[config.mk]
export PLATFORM = sky130hd
export DESIGN_NAME = binary_to_decimal_ascii_top
export DESIGN_NICKNAME = d
export VERILOG_FILES = /design/src/rtl/b2da_pkg.sv /design/src/rtl/binary_to_decimal_ascii_top.sv /design/src/rtl/b2da_dd_step.sv
export SDC_FILE = /design/constraint.sdc
export NUM_CORES = 1
export LEC_CHECK = 0
export BUFFER_PORTS_ARGS = -buffer_cell sky130_fd_sc_hd__buf_2
export CAP_MARGIN = 20
export CELL_PAD_IN_SITES_DETAIL_PLACEMENT = 2
export CELL_PAD_IN_SITES_GLOBAL_PLACEMENT = 2
export CORE_UTILIZATION = 41
export CTS_CLUSTER_SIZE = 14
export DETAILED_ROUTE_END_ITERATION = 7
export HOLD_SLACK_MARGIN = 0.15
export PLACE_DENSITY = 0.88
export SLEW_MARGIN = 20
export SYNTH_ARGS = -nofsm -noshare
export SYNTH_HDL_FRONTEND = slang
export SYNTH_HIERARCHICAL = 1
export SYNTH_SLANG_ARGS = --single-unit
[constraint.sdc]
create_clock -name aclk -period 5.1 [get_ports aclk]
set_clock_uncertainty 0.15 [all_clocks]
set_input_delay 0 -clock aclk [delete_from_list [all_inputs] [get_ports aclk]]
set_output_delay 0 -clock aclk [all_outputs]
set_load 0.005 [all_outputs]
[src/rtl/b2da_pkg.sv]
`timescale 1ns / 1ps
// ----------------------------------------------------------------------------
// b2da_pkg
// Shared constants for the binary to decimal ASCII converter.
// ----------------------------------------------------------------------------
package b2da_pkg;

    // Binary input width and bit counter
    localparam int VALUE_W = 32;
    localparam int CNT_W   = $clog2(VALUE_W);

    // One BCD digit
    localparam int DIGIT_W = 4;

    // Output character
    localparam int CHAR_W  = 6;
    localparam int TDATA_W = 8;
    localparam logic [CHAR_W-1:0] ASCII_ZERO = 6'd48;

    // Digits at or above this get +3 before the shift
    localparam logic [DIGIT_W-1:0] ADJ_LIMIT = 4'd5;
    localparam logic [DIGIT_W-1:0] ADJ_ADD   = 4'd3;

endpackage

[src/rtl/binary_to_decimal_ascii_top.sv]
`timescale 1ns / 1ps
// An input beat runs 32 shift-add-3 steps, then a scan that drops one suppressed
// leading zero per step, then the digits go out through the output register.
// A new value is taken only once the last digit of the previous one is registered;
// the single shared shift-add-3 unit converts, and one digit is emitted per cycle while m_tready allows.
// Reset (aresetn low, synchronous) returns the sequencer to idle and drops m_tvalid.
// ----------------------------------------------------------------------------
// binary_to_decimal_ascii_top
// Converts a 32-bit unsigned value to decimal ASCII digits, most significant
// first, leading zeros suppressed, tlast on the least significant digit.
// ----------------------------------------------------------------------------
module binary_to_decimal_ascii_top #(
    parameter int MAX_DIGITS = 10
) (
    input  logic                              aclk,
    input  logic                              aresetn,
    // Input stream
    input  logic                              s_tvalid,
    output logic                              s_tready,
    input  logic [b2da_pkg::VALUE_W-1:0]      s_tdata,   // [31:0] value
    // Output stream
    output logic                              m_tvalid,
    input  logic                              m_tready,
    output logic [b2da_pkg::TDATA_W-1:0]      m_tdata,   // [5:0] digit_char, [7:6] zero
    output logic                              m_tlast    // last
);
    import b2da_pkg::*;

    localparam int BCD_W = MAX_DIGITS * DIGIT_W;
    localparam int REM_W = $clog2(MAX_DIGITS + 1);
    localparam logic [CNT_W-1:0] CNT_LAST = CNT_W'(VALUE_W - 1);
    localparam logic [REM_W-1:0] REM_ONE  = REM_W'(1);
    localparam logic [REM_W-1:0] REM_FULL = REM_W'(MAX_DIGITS);

    typedef enum logic [1:0] {
        ST_IDLE,
        ST_CONV,
        ST_SKIP,
        ST_EMIT
    } state_t;

    state_t                 state_reg, state_next;
    logic [VALUE_W-1:0]     bin_reg, bin_next;
    logic [BCD_W-1:0]       bcd_reg, bcd_next;
    logic [CNT_W-1:0]       cnt_reg, cnt_next;
    logic [REM_W-1:0]       rem_reg, rem_next;
    logic                   m_tvalid_reg, m_tvalid_next;
    logic [CHAR_W-1:0]      char_reg, char_next;
    logic                   last_reg, last_next;

    logic [BCD_W-1:0]       bcd_step;
    logic [DIGIT_W-1:0]     top_digit;
    logic                   out_free;

    // Shared shift-add-3 unit
    b2da_dd_step #(
        .NUM_DIGITS (MAX_DIGITS)
    ) u_step (
        .bcd_in  (bcd_reg),
        .bit_in  (bin_reg[VALUE_W-1]),
        .bcd_out (bcd_step)
    );

    assign top_digit = bcd_reg[BCD_W-1 -: DIGIT_W];
    assign out_free  = !m_tvalid_reg || m_tready;

    // Sequencer next-state logic
    always_comb begin
        state_next    = state_reg;
        bin_next      = bin_reg;
        bcd_next      = bcd_reg;
        cnt_next      = cnt_reg;
        rem_next      = rem_reg;
        char_next     = char_reg;
        last_next     = last_reg;
        m_tvalid_next = m_tvalid_reg && !m_tready;

        case (state_reg)
            ST_IDLE: begin
                if (s_tvalid) begin
                    bin_next   = s_tdata;
                    bcd_next   = '0;
                    cnt_next   = '0;
                    state_next = ST_CONV;
                end
            end
            ST_CONV: begin
                bcd_next = bcd_step;
                bin_next = {bin_reg[VALUE_W-2:0], 1'b0};
                cnt_next = cnt_reg + CNT_W'(1);
                if (cnt_reg == CNT_LAST) begin
                    rem_next   = REM_FULL;
                    state_next = ST_SKIP;
                end
            end
            ST_SKIP: begin
                // Drop leading zeros, keep at least one digit
                if (top_digit == '0 && rem_reg != REM_ONE) begin
                    bcd_next = bcd_reg << DIGIT_W;
                    rem_next = rem_reg - REM_W'(1);
                end else begin
                    state_next = ST_EMIT;
                end
            end
            ST_EMIT: begin
                if (out_free) begin
                    char_next     = ASCII_ZERO + CHAR_W'(top_digit);
                    last_next     = (rem_reg == REM_ONE);
                    m_tvalid_next = 1'b1;
                    bcd_next      = bcd_reg << DIGIT_W;
                    rem_next      = rem_reg - REM_W'(1);
                    if (rem_reg == REM_ONE) begin
                        state_next = ST_IDLE;
                    end
                end
            end
            default: begin
                state_next = ST_IDLE;
            end
        endcase
    end

    // State and registered outputs
    always_ff @(posedge aclk) begin
        if (!aresetn) begin
            state_reg    <= ST_IDLE;
            m_tvalid_reg <= 1'b0;
            cnt_reg      <= '0;
            rem_reg      <= '0;
        end else begin
            state_reg    <= state_next;
            m_tvalid_reg <= m_tvalid_next;
            cnt_reg      <= cnt_next;
            rem_reg      <= rem_next;
        end
        bin_reg  <= bin_next;
        bcd_reg  <= bcd_next;
        char_reg <= char_next;
        last_reg <= last_next;
    end

    assign s_tready = (state_reg == ST_IDLE);
    assign m_tvalid = m_tvalid_reg;
    assign m_tdata  = {{(TDATA_W-CHAR_W){1'b0}}, char_reg};
    assign m_tlast  = last_reg;

    // Accepted beat starts a fresh conversion
    a_start: assert property (@(posedge aclk) disable iff (!aresetn)
        (s_tvalid && s_tready) |=> (state_reg == ST_CONV && cnt_reg == '0 && !s_tready))
        else $error("conversion did not start after input beat");

    // Conversion ends after exactly the last bit with a full digit count
    a_conv_done: assert property (@(posedge aclk) disable iff (!aresetn)
        (state_reg == ST_CONV && cnt_reg == CNT_LAST) |=>
        (state_reg == ST_SKIP && rem_reg == REM_FULL))
        else $error("conversion did not hand over to digit scan");

    // Emission never runs with no digits left
    a_emit_rem: assert property (@(posedge aclk) disable iff (!aresetn)
        (state_reg == ST_EMIT || state_reg == ST_SKIP) |-> (rem_reg != '0))
        else $error("digit count underflow");

    // Every output character is a decimal digit
    a_char: assert property (@(posedge aclk) disable iff (!aresetn)
        m_tvalid |-> (char_reg >= ASCII_ZERO && char_reg <= ASCII_ZERO + CHAR_W'(9)))
        else $error("output character out of digit range");

endmodule

[src/rtl/b2da_dd_step.sv]
`timescale 1ns / 1ps
// ----------------------------------------------------------------------------
// b2da_dd_step
// One shift-add-3 step: adjusts every BCD digit that is 5 or more by +3, then
// shifts the BCD word left by one and brings in the next binary bit. The bit
// leaving the top digit is dropped, so the word holds the value modulo
// 10^NUM_DIGITS.
// ----------------------------------------------------------------------------
module b2da_dd_step #(
    parameter int NUM_DIGITS = 10
) (
    input  logic [NUM_DIGITS*4-1:0] bcd_in,
    input  logic                    bit_in,
    output logic [NUM_DIGITS*4-1:0] bcd_out
);
    import b2da_pkg::*;

    logic [NUM_DIGITS*DIGIT_W-1:0] adj;

    // Per-digit correction, digits are independent
    always_comb begin
        for (int d = 0; d < NUM_DIGITS; d++) begin
            if (bcd_in[d*DIGIT_W +: DIGIT_W] >= ADJ_LIMIT) begin
                adj[d*DIGIT_W +: DIGIT_W] = bcd_in[d*DIGIT_W +: DIGIT_W] + ADJ_ADD;
            end else begin
                adj[d*DIGIT_W +: DIGIT_W] = bcd_in[d*DIGIT_W +: DIGIT_W];
            end
        end
    end

    // Shift in the next binary bit
    assign bcd_out = {adj[NUM_DIGITS*DIGIT_W-2:0], bit_in};

endmodule
==> results.md, run 1 <==
* Fmax at 0.3675 GHz
* Total GRT Usage at 24.52%
* Slowest stage delay, CP at approximately 0.64 ns
* Number of synthesized flops with an enable pin at 77
* Largest net degree at the start of global routing at 41
* Count of different cell masters after synthesis at 43
* CP max FO at 18
* Layout area overhead at 20.65%
* Global-route wire length before repair at 22650 um
* Worst r2r dst: bin_reg[23]$_DFFE_PP_
* Worst-Margin Slew at 0.7821 ns
* Final Hold Fails at 0
* Ant diodes at 0
* Synth Instances at between 400 and 500
* Worst setup EP type: register
* Ys flop type: edfxtp_1
* Clk slew on worst S/H paths at 0.08 ns
* CP top delay family: buffers and inverters
* Post-CTS Repair Setup Buffers at 0
* Clock buffer depth at 2
* Filler cell count at approximately 1100
* Remaining Overflow, GRT at 0
* Hold EP: bin_reg[3]$_DFFE_PP_
* CTS Root Buffer Type: clkbuf_16
* Max reg flops at 40
* Slowest stage cell on the critical path: o21ai_0
* Synth warnings at 6
* Die Ht at 111.6 um
* Tmin final at ~2.7 ns
* Sequential Area at 2552 sq um
* Die width at 111.6 um
* Fin crit share at 53.36%
* Worst VDD drop at 0.3159 mV
* Max cap viols at 0
* Worst hold path depth at 3
* DRT Pass-1 Iters at 6
* Final instance area at 5943 sq um
* Detailed-route wire length per cell at 22.12 um
* Endpoints failing setup at 0
* HP Class: in -> reg
* Drt total wl at 14050 um
* Crit path top cell by count: inv_1
* Placer Congestion at 0.7180
* # IOs at 47
* Critical Path AT at 2.69 ns
* Vias in the first global route at 4078
* Port bufs at 42
* Syn avg cell area at 12.04 sq um
* Total Power at around 3.8 mW
* Row cnt at 39
* Unrepaired setup endpoints after global routing: false
* Post-synthesis register bit count at 89
* Critical path type: reg -> reg
* Layout cells sized above 1 at 23.78%
* Violated checks: design-rule violations
* Min-Delay Startpoint: s_tdata[3]
* Most frequent cells in the layout: edfxtp_1, nand2_1, buf_2
* Sequential area share after synthesis at 51.82%
* Rel. slew slack at 47.31%
* Placed cell area at 5280 sq um
* Status: finished, violations left
* Startpoint types: register
* Reg2reg path depth at 5
* WP buf/inv at 3
* Synth Cell Area at 4926 sq um
* H-tree levels at 3
* Clk sink count at roughly 90
* Area taken by multi-input logic gates at 2203 sq um
* Initial Util at 42.59%
* Nets at ~550
* Reg2Reg Launch Point: state_reg[0]$_SDFFE_PN0P_
* Vias at 3495
* Initial antenna violation count at 0
* Die ar. at 12460 sq um
* Worst skew pair latency at 0.37 ns
* CTS tree: yes
* Drc violations at 4
* Iter 0 DRT Violations at 114
* Commonest non-fill, non-tap cell in the layout: edfxtp_1
* DRT antenna net count at 0
* Final setup TNS at 0 ns
* Via density at 5.504
* Setup WS pre-CTS at 2.205 ns
* Reg2Reg Setup Slack at between 2 and 2.5 ns
* DP HPWL at 8177 um
* CP required at 5.07 ns
* Core ar. at roughly 12000 sq um
* PD cells at roughly 640 nW/um^2
* Pleak at 2.387 nW
* Ys async rst share at 0%
* CP cell instances: inv_1 > ha_1 > o21ai_0 > inv_1 > buf_8
* Cts bufs inserted at 9
* Final WS setup at 2.379 ns
* Max-slew violation count at 0
-- synth_stat cells, types with 2 or more instances --
master	count	area share, %
a22o_1	36	6.4
buf_2	6	0.61
o211ai_1	2	0.30
mux2i_1	12	2.4
a32oi_1	2	0.36
nand2b_1	22	2.8
a21o_1	2	0.30
xnor2_1	10	1.8
buf_4	5	0.76
a21boi_0	2	0.30
ha_1	29	7.4
conb_1	2	0.15
clkbuf_1	6	0.46
mux2_2	31	7.1
o21ai_1	9	0.91
a31o_2	2	0.36
nand2_1	45	3.4
o311a_1	2	0.41
and2_1	5	0.64
o21ai_0	12	1.2
nor2b_1	11	1.4
nor2_1	12	0.91
inv_1	26	2.0
dfxtp_1	12	4.9
nor3_1	2	0.20
and3_1	2	0.25
a21oi_2	10	1.8
edfxtp_1	77	47
-- layout make-up --
| type | count | share of cell area [%] |
|---|---|---|
| inverter | 26 | 1.642 |
| multi-input combinational | 279 | 37.07 |
| timing repair buffer | 82 | 10.40 |
| sequential | 89 | 42.95 |
| clock buffer | 9 | 3.789 |
| clock inverter | 7 | 1.137 |
| tap | 143 | 3.011 |
-- what timing repair did --
item | CTS | global route
hold buffers | 35 | 0
gates resized for setup | 0 | 0
hold endpoints to repair | 44 | 0
-- worst reg2reg max path, stage by stage (launching register included) --
cell and delay (ns):
dfxtp_1 0.39, inv_1 0.10, ha_1 0.25, o21ai_0 0.64, inv_1 0.61, buf_8 0.33
-- metal layers --
| layer | GRT usage, % | vias to the layer above | share of wire, % |
|---|---|---|---|
| met4 | 9.730 | 0 | 2.2 |
| met3 | 4.409 | 24 | 2.9 |
| li1 | - | 1637 | - |
| met2 | 48.13 | 67 | 57 |
| met5 | 0 | - | 0 |
| met1 | 25.55 | 1767 | 38 |
-- where the power goes --
| part | internal, mW | total, mW | switching [mW] |
|---|---|---|---|
| sequential | 1.26 | 1.54 | 0.284 |
| clock | 0.344 | 0.682 | 0.338 |
| combinational | 0.657 | 1.57 | 0.917 |
-- cell families after synthesis --
logic type / Yosys count / share of synthesized area, %
and+or+nand+nor: 108 / 11.38
DFF: 89 / 51.82
AOI/OAI and AO/OA: 85 / 14.17
muxes: 43 / 9.525
buffers and inverters: 43 / 3.810
adders and majority gates: 29 / 7.366
xor gates and xnor gates: 10 / 1.778
other: 2 / 0.1525
-- per-stage QoR --
step	hold WS, ns	std cells	util, %
after floorplan	-0.001180	411	-
after global placement	0.1521	582	45.53
after detailed placement	0.1582	583	45.66
after CTS	0.3228	634	51.22
after global routing	0.3358	635	51.39
final	0.3308	635	51.39
-- worst max path at each step --
stage	startpoint	endpoint	slack (ns)	depth (start not counted)
global placement	bcd_reg[36]$_DFFE_PP_	bcd_reg[15]$_DFFE_PP_	2.36	3
floorplan	bcd_reg[36]$_DFFE_PP_	bcd_reg[0]$_DFFE_PP_	1.48	3
finish	state_reg[0]$_SDFFE_PN0P_	bin_reg[23]$_DFFE_PP_	2.38	5
CTS	bcd_reg[36]$_DFFE_PP_	bcd_reg[16]$_DFFE_PP_	2.21	3
detailed placement	bcd_reg[36]$_DFFE_PP_	bcd_reg[21]$_DFFE_PP_	2.21	3
global route	state_reg[0]$_SDFFE_PN0P_	bin_reg[23]$_DFFE_PP_	2.22	5
Note: power is estimated with default switching activity, not from simulation.
==> run 2: changes to the inputs <==
==> constraint.sdc (replaced) <==
create_clock -name aclk -period 2.8 [get_ports aclk]
set_clock_uncertainty 0.15 [all_clocks]
set_input_delay 0 -clock aclk [delete_from_list [all_inputs] [get_ports aclk]]
set_output_delay 0 -clock aclk [all_outputs]
set_load 0.005 [all_outputs]
==> results.md, run 2 (synthesized netlist as in run 1, its figures left out) <==
* Ant diodes at 0 (unchanged)
* Grt met2 use at 47.58% (-0.54 points)
* Drt total wl at 13730 um (-2.3%)
* Core ar. at 11560 sq um (unchanged)
* Worst-Margin Slew at 0.6902 ns (-0.09195 ns)
* Clock buffer depth at 2 (unchanged)
* Max-slew violation count at 0 (unchanged)
* Detailed-route wire length per cell at 21.62 um (-2.3%)
* Port bufs at 42 (unchanged)
* DRT Pass-1 Iters at 6 (unchanged)
* PD cells at 1174 nW/um^2 (+84%)
* Vias at 3449 (-1.3%)
* CP required at 2.65 ns (-2.42 ns)
* Total GRT Usage at 23.84% (-0.67 points)
* HP Class: in -> reg
* Critical Path AT at 2.10 ns (-0.59 ns)
* CP max FO at 32 (+14)
* DP HPWL at 8421 um (+3.0%)
* Largest net degree at the start of global routing at 41 (unchanged)
* Violated checks: design-rule violations
* Vias in the first global route at 3981 (-2.4%)
* Worst hold path depth at 3 (unchanged)
* Pleak at 2.396 nW (+0.36%)
* Iter 0 DRT Violations at 154 (+35%)
* CP cell instances: inv_1 > ha_1 > nand2b_1 > o21ai_0 > inv_1 > buf_4
* Fin crit share at 80.26% (+27 points)
* Max cap viols at 0 (unchanged)
* Global-route wire length before repair at 21980 um (-2.9%)
* Placed cell area at 5293 sq um (+0.24%)
* CP Depth at 6 (+1)
* Die ar. at 12460 sq um (unchanged)
* H-tree levels at 3 (unchanged)
* CTS Root Buffer Type: clkbuf_16
* Crit path top cell by count: inv_1
* Hold slack final at 0.3366 ns (+0.005819 ns)
* Internal power at 4.257 mW (+88%)
* Global routing usage on met1 at 23.70% (-1.9 points)
* Post-layout util at 51.55% (+0.16 points)
* CP top delay family: buffers and inverters
* CTS tree: yes
* Startpoint types: register
* Initial antenna violation count at 0 (unchanged)
* Commonest non-fill, non-tap cell in the layout: edfxtp_1
* Critical path type: reg -> reg
* Layout area overhead at 21.03%
* Flop pwr share at 40.2% (-0.4 points)
* Final Hold Fails at 0 (unchanged)
* Logic pwr share at 40.4% (-1.1 points)
* Slowest stage delay, CP at 0.40 ns (-0.24 ns)
* Endpoints failing setup at 0 (unchanged)
* Remaining Overflow, GRT at 0 (unchanged)
* Tmin final at 2.247 ns (-0.4740 ns)
* Gr busiest metal: met2
* Worst setup EP type: register
* Met3 Use GR at 4.790% (+0.38 points)
* Slowest stage cell on the critical path: buf_4
* Die width at 111.6 um (unchanged)
* Row cnt at 39 (unchanged)
* Status: finished, violations left
* Layout cells sized above 1 at 23.78% (unchanged)
* Initial Util at 42.59% (unchanged)
* Cts bufs inserted at 9 (unchanged)
* Rel. slew slack at 53.50% (+6.2 points)
* Drc violations at 2 (-2)
* # IOs at 47 (unchanged)
* Via density at 5.431 (-1.3%)
* Clock Power Share at 19.4% (+1.5 points)
* Die Ht at 111.6 um (unchanged)
* WP buf/inv at 3 (unchanged)
* Worst skew pair latency at 0.36 ns (about the same)
* Nets at 552 (unchanged)
* Most frequent cells in the layout: edfxtp_1, nand2_1, buf_2
* Worst VDD drop at 0.5657 mV (+79%)
* DRT antenna net count at 0 (unchanged)
* Switching share of total power at 39.16% (-1.4 points)
* Placer Congestion at 0.7916 (+10%)
* Area taken by multi-input logic gates at 2203 sq um (unchanged)
* Clk sink count at 89 (unchanged)
* Total Power at 6.998 mW (+84%)
* Unrepaired setup endpoints after global routing: false
* Clk slew on worst S/H paths at 0.08 ns (about the same)
* Max reg flops at 40 (unchanged)
* Final instance area at 5962 sq um (+0.32%)
* Reg2reg path depth at 6 (+1)
* Sequential Area at 2552 sq um (unchanged)
* Fmax at 0.4450 GHz (+21%)
* Net Sw Power at 2.740 mW (+78%)
* Filler cell count at 1093 (-1.3%)
* Final setup TNS at 0 ns (unchanged)
## run 2: final cells by class
type	count	share of cell area [%]
clock inverters	7	1.574
repair buffers	82	10.24
inverters	26	1.637
clock buffers	9	3.778
well taps	143	3.001
multi-input cells	279	36.96
flip-flops and latches	89	42.81
## run 2: worst min-delay path, stage by stage
cell,delay [ns]
dlygate4sd3_1,0.52
buf_2,0.10
mux2_2,0.13
## run 2: worst paths after layout
| check | startpoint | end | slack (ns) |
|---|---|---|---|
| max | state_reg[0]$_SDFFE_PN0P_ | bin_reg[31]$_DFFE_PP_ | 0.55 |
| min | s_tdata[21] | bin_reg[21]$_DFFE_PP_ | 0.34 |
| max reg2reg | state_reg[0]$_SDFFE_PN0P_ | bin_reg[31]$_DFFE_PP_ | 0.55 |
| min reg2reg | bcd_reg[37]$_DFFE_PP_ | char_reg[1]$_DFFE_PP_ | 0.34 |
## run 2: power by group through the flow
| stage | Combinational [mW] | Sequential [mW] | Clock (mW) |
|---|---|---|---|
| 2_1_floorplan | 2.06 | 2.60 | 0 |
| 3_3_place_gp | 2.47 | 2.73 | 0 |
| 4_1_cts | 2.82 | 2.79 | 1.34 |
| 6_report | 2.83 | 2.81 | 1.36 |
| 3_5_place_dp | 2.75 | 2.81 | 0 |
| 5_1_grt | 3.11 | 2.89 | 1.43 |
## run 2: per-stage QoR
| step | std cells | worst slack [ns] |
|---|---|---|
| after floorplan | 411 | 0.3668 |
| after global placement | 584 | 0.6713 |
| after detailed placement | 584 | 0.5857 |
| after CTS | 635 | 0.5329 |
| after global routing | 635 | 0.3625 |
| final | 635 | 0.5526 |
## run 2: layer usage
| metal | vias to the layer above | wire [um] | share of wire (%) |
|---|---|---|---|
| met2 | 53 | 7897 | 58 |
| li1 | 1633 | - | - |
| met3 | 20 | 327 | 2.4 |
| met5 | - | 0 | 0 |
| met1 | 1743 | 5121 | 37 |
| met4 | 0 | 380 | 2.8 |
## run 2: what timing repair did
action                    4_1_cts  5_1_grt
setup buffers                   0        0
hold buffers                   35        0
hold endpoints to repair       44        0
resized for setup               0        0
==> run 3: changes to the inputs <==
==> constraint.sdc (replaced) <==
create_clock -name aclk -period 2.1 [get_ports aclk]
set_clock_uncertainty 0.15 [all_clocks]
set_input_delay 0 -clock aclk [delete_from_list [all_inputs] [get_ports aclk]]
set_output_delay 0 -clock aclk [all_outputs]
set_load 0.005 [all_outputs]
==> results.md, run 3 (synthesized netlist as in run 1, its figures left out) <==
* Sequential Area at 2557 sq um (+0.20%)
* DRT Pass-1 Iters at 8 (+2)
* Endpoints failing setup at 2 (+2)
* Die ar. at 12460 sq um (unchanged)
* Placer Congestion at 0.7299 (-7.8%)
* Total GRT Usage at 27.27% (+3.4 points)
* CP required at 2.06 ns (-0.59 ns)
* Most frequent cells in the layout: edfxtp_1, nand2_1, buf_2
* Via density at 5.653 (+4.1%)
* Fin crit share at 101.2% (+21 points)
* Critical path type: reg -> reg
* Final Hold Fails at 0 (unchanged)
* Layout area overhead at 25.78%
* Nets at 569 (+3.1%)
* Flop pwr share at 37.3% (-2.9 points)
* Clock Power Share at 16.5% (-2.9 points)
* Setup WS pre-CTS at 0.01828 ns (-0.5674 ns)
* Initial antenna violation count at 0 (unchanged)
* Die width at 111.6 um (unchanged)
* Tmin final at 2.126 ns (-0.1216 ns)
* Vias in the first global route at 4138 (+3.9%)
* Reg2Reg Setup Slack at -0.03 ns (-0.58 ns)
* Status: finished, violations left
* Drt total wl at 16680 um (+22%)
* Net Sw Power at 4.215 mW (+54%)
* Logic pwr share at 46.2% (+5.8 points)
* Remaining Overflow, GRT at 0 (unchanged)
* H-tree levels at 3 (unchanged)
* Fmax at 0.4704 GHz (+5.7%)
* Port bufs at 42 (unchanged)
* Total Power at 10.12 mW (+45%)
* Worst VDD drop at 0.6482 mV (+15%)
* Max reg flops at 40 (unchanged)
* Final WS setup at -0.02583 ns (-0.5784 ns)
* Commonest non-fill, non-tap cell in the layout: edfxtp_1
* DP HPWL at 8952 um (+6.3%)
* Detailed-route wire length per cell at 25.58 um (+18%)
* Core ar. at 11560 sq um (unchanged)
* Clock buffer depth at 2 (unchanged)
* Filler cell count at 1106 (+1.2%)
* Pleak at 2.505 nW (+4.5%)
* Largest net degree at the start of global routing at 41 (unchanged)
* Global-route wire length before repair at 24960 um (+14%)
* Drc violations at 3 (+1)
* Final setup TNS at -0.03793 ns (-0.03793 ns)
* Ant diodes at 0 (unchanged)
* Layout cells sized above 1 at 28.29% (+4.5 points)
* Violated checks: design-rule violations, negative setup slack
* Initial Util at 42.59% (unchanged)
* Clk sink count at 89 (unchanged)
* Vias at 3686 (+6.9%)
* Cts bufs inserted at 9 (unchanged)
* DRT antenna net count at 0 (unchanged)
* DP Cell Count at 591 (+1.2%)
* CTS tree: yes
* Die Ht at 111.6 um (unchanged)
* Internal power at 5.908 mW (+39%)
* Area taken by multi-input logic gates at 2217 sq um (+0.62%)
* Switching share of total power at 41.64% (+2.5 points)
* CTS Root Buffer Type: clkbuf_16
* CP max FO at 5 (-84%)
* Max-slew violation count at 0 (unchanged)
* Critical Path AT at 2.08 ns (-0.02 ns)
* Worst skew pair latency at 0.36 ns (about the same)
* Post-layout util at 53.58% (+2.0 points)
* Max cap viols at 0 (unchanged)
* Clk slew on worst S/H paths at 0.08 ns (about the same)
* Non-Filler Instances at 652 (+2.7%)
* # IOs at 47 (unchanged)
* Worst setup EP type: register
* Startpoint types: register
* HP Class: in -> reg
* Row cnt at 39 (unchanged)
* Iter 0 DRT Violations at 203 (+32%)
* PD cells at 1634 nW/um^2 (+39%)
[run 3: changes by cell type in the layout (fill, tap and decap cells not counted), sizes merged]
cell    previous run  this run
clkbuf             9        10
buf               47        63
inv               27        28
clkinv             2         3
bufinv             2         0
[run 3: what timing repair did]
item / CTS / global route
gates resized for setup: 5 / 6
endpoints found under the setup margin: 46 / 97
gates cloned: 2 / 2
pin swaps: 2 / 4
buffers inserted: 4 / 3
endpoints found under the hold margin: 44 / 0
hold buffers: 35 / 0
[run 3: layout make-up]
type	count	area share, %
Sequential cell	89	41.28
Multi-Input combinational cell	279	35.78
Timing Repair Buffer	99	13.77
Clock buffer	9	3.635
Tap cell	143	2.888
Inverter	26	1.636
Clock inverter	7	1.010
[run 3: metal layers]
| layer | global-route usage [%] | vias up | part of all wire [%] |
|---|---|---|---|
| met4 | 11.89 | 0 | 3.4 |
| met1 | 30.08 | 1899 | 39 |
| met3 | 4.083 | 32 | 2.5 |
| met2 | 51.71 | 78 | 55 |
| li1 | - | 1677 | - |
| met5 | 0 | - | 0 |
[run 3: worst max-delay path, cell delays in order (launching register included)]
cell and delay (ns):
edfxtp_1 0.51, inv_1 0.12, ha_1 0.23, nand2b_1 0.15, a21oi_2 0.31, xnor2_1 0.16
a22o_1 0.24
[run 3: metrics by stage]
step / cell area [sq um] / hold WS (ns)
finish: 6196 / 0.3234
global route: 6196 / 0.3461
floorplan: 4949 / -0.001180
CTS: 6132 / 0.3235
global placement: 5390 / 0.1451
detailed placement: 5390 / 0.1582
[run 3: final timing paths]
| path | startpoint | to | depth (start not counted) |
|---|---|---|---|
| worst min register to register | rem_reg[0]$_SDFFE_PN0P_ | rem_reg[0]$_SDFFE_PN0P_ | 2 |
| worst max-delay path | bcd_reg[32]$_DFFE_PP_ | bcd_reg[33]$_DFFE_PP_ | 6 |
| worst min-delay path | s_tdata[29] | bin_reg[29]$_DFFE_PP_ | 3 |
| worst max register to register | bcd_reg[32]$_DFFE_PP_ | bcd_reg[33]$_DFFE_PP_ | 6 |
[run 3: power by group through the flow]
stage | registers, mW | clock network (mW) | logic, mW
after floorplan | 3.47 | 0 | 2.78
after global placement | 3.61 | 0 | 3.47
after detailed placement | 3.72 | 0 | 3.91
after CTS | 3.70 | 1.62 | 4.33
after global routing | 3.85 | 1.72 | 4.96
final | 3.78 | 1.67 | 4.67
